$ cat src/rtl/pids_pkg.sv
// ----------------------------------------------------------------------------
// pids_pkg
// shared constants, codes, types and the chunk popcount for the pids checker
// ----------------------------------------------------------------------------
package pids_pkg;

   // default graph capacity (vertices, also bits per adjacency row)
   localparam int MAX_VERTICES_DEF = 64;

   // fixed field widths of the command and register interfaces
   localparam int VERTEX_W   = 6;
   localparam int KIND_W     = 2;
   localparam int VCOUNT_W   = 7;
   localparam int CSR_ADDR_W = 3;
   localparam int CSR_DATA_W = 32;

   localparam logic [VCOUNT_W-1:0] VCOUNT_RESET = 7'd64;

   // register map, word index taken from paddr[2]
   localparam logic REG_VERTEX_COUNT = 1'b0;

   // row bits counted per cycle by the shared counter
   localparam int CHUNK_BITS  = 8;
   localparam int CHUNK_CNT_W = $clog2(CHUNK_BITS + 1);

   typedef enum logic [KIND_W-1:0] {
      KIND_EDGE   = 2'd0,
      KIND_MEMBER = 2'd1,
      KIND_CHECK  = 2'd2,
      KIND_CLEAR  = 2'd3
   } kind_type;

   // status of the shared counting unit
   typedef struct packed {
      logic busy;
      logic done;
   } cnt_sts_type;

   function automatic logic [CHUNK_CNT_W-1:0] chunk_popcount(
      input logic [CHUNK_BITS-1:0] bits
   );
      logic [CHUNK_CNT_W-1:0] sum;
      sum = '0;
      for (int i = 0; i < CHUNK_BITS; i++) begin
         sum = sum + CHUNK_CNT_W'(bits[i]);
      end
      return sum;
   endfunction

endpackage

$ cat src/rtl/pids_count.sv
// ----------------------------------------------------------------------------
// pids_count
// shared counting unit: degree and in-set neighbour count of one row,
// one chunk of bits per cycle
// ----------------------------------------------------------------------------
module pids_count #(
   parameter int MAX_VERTICES = pids_pkg::MAX_VERTICES_DEF
) (
   input  logic                               clock,
   input  logic                               reset,
   input  logic                               load,
   input  logic [MAX_VERTICES-1:0]            deg_row,
   input  logic [MAX_VERTICES-1:0]            ins_row,
   output pids_pkg::cnt_sts_type              sts,
   output logic [$clog2(MAX_VERTICES+1)-1:0]  degree,
   output logic [$clog2(MAX_VERTICES+1)-1:0]  in_set
);

   localparam int CNT_W  = $clog2(MAX_VERTICES + 1);
   localparam int NCHUNK = (MAX_VERTICES + pids_pkg::CHUNK_BITS - 1) / pids_pkg::CHUNK_BITS;
   localparam int PAD_W  = NCHUNK * pids_pkg::CHUNK_BITS;
   localparam int CH_W   = $clog2(NCHUNK + 1);

   logic [PAD_W-1:0] deg_sr_ff, deg_sr_in;
   logic [PAD_W-1:0] ins_sr_ff, ins_sr_in;
   logic [CNT_W-1:0] deg_ff, deg_in;
   logic [CNT_W-1:0] ins_ff, ins_in;
   logic [CH_W-1:0]  left_ff, left_in;
   logic             busy_ff, busy_in;
   logic             done_ff, done_in;

   always_comb begin
      deg_sr_in = deg_sr_ff;
      ins_sr_in = ins_sr_ff;
      deg_in    = deg_ff;
      ins_in    = ins_ff;
      left_in   = left_ff;
      busy_in   = busy_ff;
      done_in   = 1'b0;
      if (load) begin
         deg_sr_in = PAD_W'(deg_row);
         ins_sr_in = PAD_W'(ins_row);
         deg_in    = '0;
         ins_in    = '0;
         left_in   = CH_W'(NCHUNK);
         busy_in   = 1'b1;
      end else if (busy_ff) begin
         deg_in    = deg_ff + CNT_W'(pids_pkg::chunk_popcount(
                        deg_sr_ff[pids_pkg::CHUNK_BITS-1:0]));
         ins_in    = ins_ff + CNT_W'(pids_pkg::chunk_popcount(
                        ins_sr_ff[pids_pkg::CHUNK_BITS-1:0]));
         deg_sr_in = deg_sr_ff >> pids_pkg::CHUNK_BITS;
         ins_sr_in = ins_sr_ff >> pids_pkg::CHUNK_BITS;
         left_in   = left_ff - 1'b1;
         if (left_ff == CH_W'(1)) begin
            busy_in = 1'b0;
            done_in = 1'b1;
         end
      end
   end

   always_ff @(posedge clock) begin
      if (reset) begin
         busy_ff <= 1'b0;
         done_ff <= 1'b0;
      end else begin
         busy_ff <= busy_in;
         done_ff <= done_in;
      end
      deg_sr_ff <= deg_sr_in;
      ins_sr_ff <= ins_sr_in;
      deg_ff    <= deg_in;
      ins_ff    <= ins_in;
      left_ff   <= left_in;
   end

   assign sts.busy = busy_ff;
   assign sts.done = done_ff;
   assign degree   = deg_ff;
   assign in_set   = ins_ff;

endmodule

$ cat config.mk
export PLATFORM = sky130hd
export DESIGN_NAME = pids_count
export DESIGN_NICKNAME = d
export VERILOG_FILES = /design/src/rtl/pids_pkg.sv /design/src/rtl/pids_count.sv
export SDC_FILE = /design/constraint.sdc
export NUM_CORES = 1
export LEC_CHECK = 0
export BUFFER_PORTS_ARGS = -buffer_cell sky130_fd_sc_hd__buf_4
export CAP_MARGIN = 20
export CORE_UTILIZATION = 50
export CTS_BUF_LIST = sky130_fd_sc_hd__clkbuf_2 sky130_fd_sc_hd__clkbuf_4 sky130_fd_sc_hd__clkbuf_8
export DETAILED_ROUTE_END_ITERATION = 10
export HOLD_SLACK_MARGIN = 0.12
export PLACE_DENSITY = 0.74
export REMOVE_ABC_BUFFERS = 1
export SKIP_CTS_REPAIR_TIMING = 1
export SYNTH_ARGS = -nofsm -noshare
export SYNTH_HDL_FRONTEND = slang
export SYNTH_SLANG_ARGS = --single-unit
$ cat constraint.sdc
create_clock -name clock -period 4.8 [get_ports clock]
set_input_delay 0.48 -clock clock [delete_from_list [all_inputs] [get_ports clock]]
set_output_delay 0.48 -clock clock [all_outputs]
set_load 0.05 [all_outputs]
-- After elaboration in Yosys (flattened, before gate mapping)
Index checks and enable logic that the tools add are counted.
- flip-flop bits (word level): 148
- word-level logic and storage cells: 36
- input bits: 131
- eq/ne operators: 1
- bitwise gates (word level): 1
- mux-type cells: 8
- reduce and logical (&&, ||, !) cells: 2
- add/sub/neg operators: 17
- operator list (operator ; number):
    64-bit 2-to-1 mux ; 4
    4-bit by 1-bit adder with 4-bit output ; 8
    7-bit by 4-bit adder with 7-bit output ; 2
    3-bit by 1-bit adder with 4-bit output ; 2
    2-bit by 1-bit adder with 3-bit output ; 2
    1-bit by 1-bit adder with 2-bit output ; 2
    4-bit by 1-bit == test with 1-bit output (second input constant) ; 1
    1-bit 2-to-1 mux ; 4
    4-bit by 1-bit subtractor with 4-bit output (second input constant) ; 1
    3-bit OR reduction ; 1
    2-bit nonzero test ; 1
    1-bit inverter ; 1

-- Logic depth before layout (Yosys ltp)
- depth in word-level cells: 8
- gate-level depth with buffers: 11
- gate-level depth less buffers: 11

-- Least setup slack after synthesis
OpenSTA, ideal clock, no wires.
- path kind: input to register
- from: in load
- to: reg deg_sr_ff[0], enable pin
- buffers on the path: 0
- setup time: 1.116 ns
- cell stages on the path: 2
- arrival: 2.661 ns
- required time: 3.684 ns
- setup slack: 1.023 ns
- cell sequence: inv_1 -> nand2_1
- cells in the longest elaborated chain, start to end: 1
- RTL lines (what ; RTL line ; source):
    start: declaration ; pids_count.sv:11 ; input logic load,
    2-bit nonzero test (no line) ; - ;
    end signal: assignment ; pids_count.sv:70 ; deg_sr_ff <= deg_sr_in;
    end: declaration ; pids_count.sv:24 ; logic [PAD_W-1:0] deg_sr_ff, deg_sr_in;
No other way between the ends.
A chain may end at the register's enable or synchronous reset.

-- Worst setup path after layout
- from: reg ins_sr_ff[0]
- to: reg ins_ff[4] (netlist: in_set[4])
- cells in the longest elaborated chain, start to end: 8
- RTL lines (what ; RTL line ; source):
    start: declaration ; pids_count.sv:25 ; logic [PAD_W-1:0] ins_sr_ff, ins_sr_in;
    start signal: assignment ; pids_count.sv:71 ; ins_sr_ff <= ins_sr_in;
    1-bit by 1-bit adder with 2-bit output ; pids_pkg.sv:45 ; sum = sum + CHUNK_CNT_W'(bits[i]);
    2-bit by 1-bit adder with 3-bit output ; pids_pkg.sv:45 ;
    3-bit by 1-bit adder with 4-bit output ; pids_pkg.sv:45 ;
    4-bit by 1-bit adder with 4-bit output (4 in a row) ; pids_pkg.sv:45 ;
    7-bit by 4-bit adder with 7-bit output ; pids_count.sv:50 ; ins_in = ins_ff + CNT_W'(pids_pkg::chunk_popcount(
    end signal: assignment ; pids_count.sv:73 ; ins_ff <= ins_in;
    end: declaration ; pids_count.sv:27 ; logic [CNT_W-1:0] ins_ff, ins_in;
No other way between the ends.

==> impl_results.md <==
* Worst Setup End Kind: register
* Number of max-cap violations at 0
* CP Cell Sequence: fa_1, inv_1, fa_1, fa_1, fa_1, fa_1, nand2b_1, a211oi_1, xnor2_1, nor2_1
* CTS tree: built
* Site Rows at 41
* Clock skew at 5.686 ps
* Final Util at 64.84%
* Largest net degree at the start of global routing at 89
* Synthesized area at 6675 um^2
* Clock transition at path regs at 80 ps
* Total GRT Usage at 16.74%
* Pre-CTS setup slack at 1212 ps
* Die span in x at 117.5 um
* Min-delay worst type: in -> reg
* Commonest cells post-synth: edfxtp_1 (128), mux2_2 (114), inv_1 (23)
* Count leader, synth: edfxtp_1
* DRT iter0 DRCs at 170
* Multiplexer share of the synthesized area at 19.38%
* Top cells by area, synth: edfxtp_1 (58%), mux2_2 (19%), dfxtp_1 (6.0%)
* Distinct cells, synth at 37
* Post-synthesis compound-gate area fraction at 2.343%
* DRC at 0
* IO Pins at 147
* Htree depth at 4
* Pins Over Slew Limit at 0
* Number of global-route vias before repair at 3,917
* Die Ht at 117.5 um
* Clock Path Buffers at 2
* RSZ-0062 raised after global routing: false
* Post-synth EDFFs at 128
* Register area share after synthesis at 63.58%
* Buf+Inv Stages, Crit Path at 1
* Worst-Skew Late Latency at 430 ps
* Achievable Freq at 279.8 MHz
* Clock root buffer: clkbuf_8
* # setup viols final at 0
* Required @ worst endpoint at 5080 ps
* Wirelength, routed at 10.99 mm
* Max incr delay on CP at 510 ps
* Pwr Density at 404.6 nW/um^2
* CP most frequent cell: fa_1
* Critical Path AT at 3850 ps
* Leading area contributor after synthesis: edfxtp_1
* Vias at 3,791
* CP Class: reg -> reg
* Crit share post-route at 74.47%
* Rel. slew slack at 32.38%
* TritonCTS Buffers at 17
* Clock Sink Count at 148
* DR WL/cell at 14.58 um
* Peak VDD IR at 216.2 uV
* First-pass GRT wire length at 18.11 mm
* Die area at 13,820 um^2
* Setup WS post-layout at 1226 ps
* Initial Util at 52.05%
* Antenna diodes at 0
* Fin. Hold Viols at 0
* Drt first pass iters at 4
* IO Port Bufs at 146
* Share of layout cells above drive strength 1 at 51.20%
* Synth Area in XOR/XNOR at 1.181%
* CP delay by family, top: adder cells
* Cell count after synthesis at 422
* Hpwl dp at 7.353 mm
* Status: complete, no violations
* Crit start category: register
* Synthesis-to-layout area growth at 24.57%
* Lkg Pwr at 3.370 nW
* Number of synthesized register bits at 148
* Avg Vias per Cell at 5.028
* Routed Antenna Nets at 0
* Fin crit period at 3574 ps
* Syn_area_per_cell at 15.82 um^2
* Most used DFF post-synth: edfxtp_1
* GP Congestion at 0.8254
* Synthesis Warnings at 0
* Synth top area share at 57.58%
* Simple-Gate Fraction of Synth Area at 4.555%
* Crit path max fanout at 3
* Async SR Flop Fraction at 0%
* Initial antenna violation count at 0
* Grt ovf at 0
* Worst Tran Pin Value at 1014 ps
* Largest family of logic cells by synthesized area: multiplexers
* Final nets at 724
* Core Footprint at 12,820 um^2
* Adder-cell share of the synthesized area at 5.623%
* Crit-path slowest cell: fa_1
* TNS Setup at 0 ps
## state kept, by name (all words and copies together) (netlist names)
signal and flops:
left_ff 4, deg_sr_ff 64, in_set 7, degree 7, busy_ff 1, done_ff 1
ins_sr_ff 64
## final cells by class
| cell class | instances | area, um^2 |
|---|---|---|
| Inverter | 24 | 90.09 |
| Fill cell | 982 | 4509 |
| Sequential cell | 148 | 4244 |
| Clock buffer | 17 | 234.0 |
| Multi-Input combinational cell | 230 | 2216 |
| Tap cell | 172 | 215.2 |
| Clock inverter | 15 | 188.9 |
| Timing Repair Buffer | 148 | 1127 |
## through the flow
stage,hold WS [ps],power [mW],instance area (um^2),instances
floorplan,455.7,2.140,6543,402
global placement,470.0,2.342,7893,722
detailed placement,484.3,2.382,7893,722
CTS,168.4,3.405,8315,754
global route,177.1,3.531,8315,754
finish,205.4,3.365,8315,754
## logic make-up after synthesis
logic type,Yosys count
AO/OA/AOI/OAI,24
multiplexers,115
flip-flops,148
buffers and inverters,44
AND/OR/NAND/NOR,58
adder cells (fa/ha/maj),24
XOR/XNOR,9
## placed cells by master (no fill, tap or decap), drive strengths merged, types with 3 or more instances in the layout
cell / netlist / final
a211oi: 7 / 7
a21oi: 9 / 9
and2: 16 / 16
buf: 18 / 148
bufinv: 0 / 4
clkbuf: 2 / 17
clkinv: 0 / 7
clkinvlp: 0 / 4
dfxtp: 20 / 20
edfxtp: 128 / 128
fa: 10 / 10
ha: 14 / 14
inv: 24 / 24
mux2: 114 / 114
nand2: 6 / 6
nand2b: 3 / 3
nand3: 4 / 4
nor2: 18 / 18
nor2b: 3 / 3
xnor2: 7 / 7
## final timing paths
check	start	end	slack, ps	cells after the start
max	ins_sr_ff[0]	in_set[4]	1230	10
min	reset	busy_ff	210	2
max reg2reg	ins_sr_ff[0]	in_set[4]	1230	10
min reg2reg	left_ff[3]	left_ff[3]	500	2
## metal layers
layer | vias to the layer above | wire, um | GRT usage (%) | part of all wire, %
li1 | 1845 | - | - | -
met2 | 116 | 5470 | 28.29 | 50
met4 | 0 | 259 | 8.093 | 2.4
met1 | 1807 | 4479 | 18.47 | 41
met5 | - | 0 | 0 | 0
met3 | 23 | 781 | 6.492 | 7.1
## report_power, final
group          switching, mW  leakage [nW]  internal (mW)  total (mW)
combinational          0.373          1.70          0.355       0.728
sequential            0.0534          1.46           1.57        1.62
clock                  0.457         0.207          0.560        1.02
total                  0.883          3.37           2.48        3.36
No activity file was read; power rests on OpenSTA's default activity.
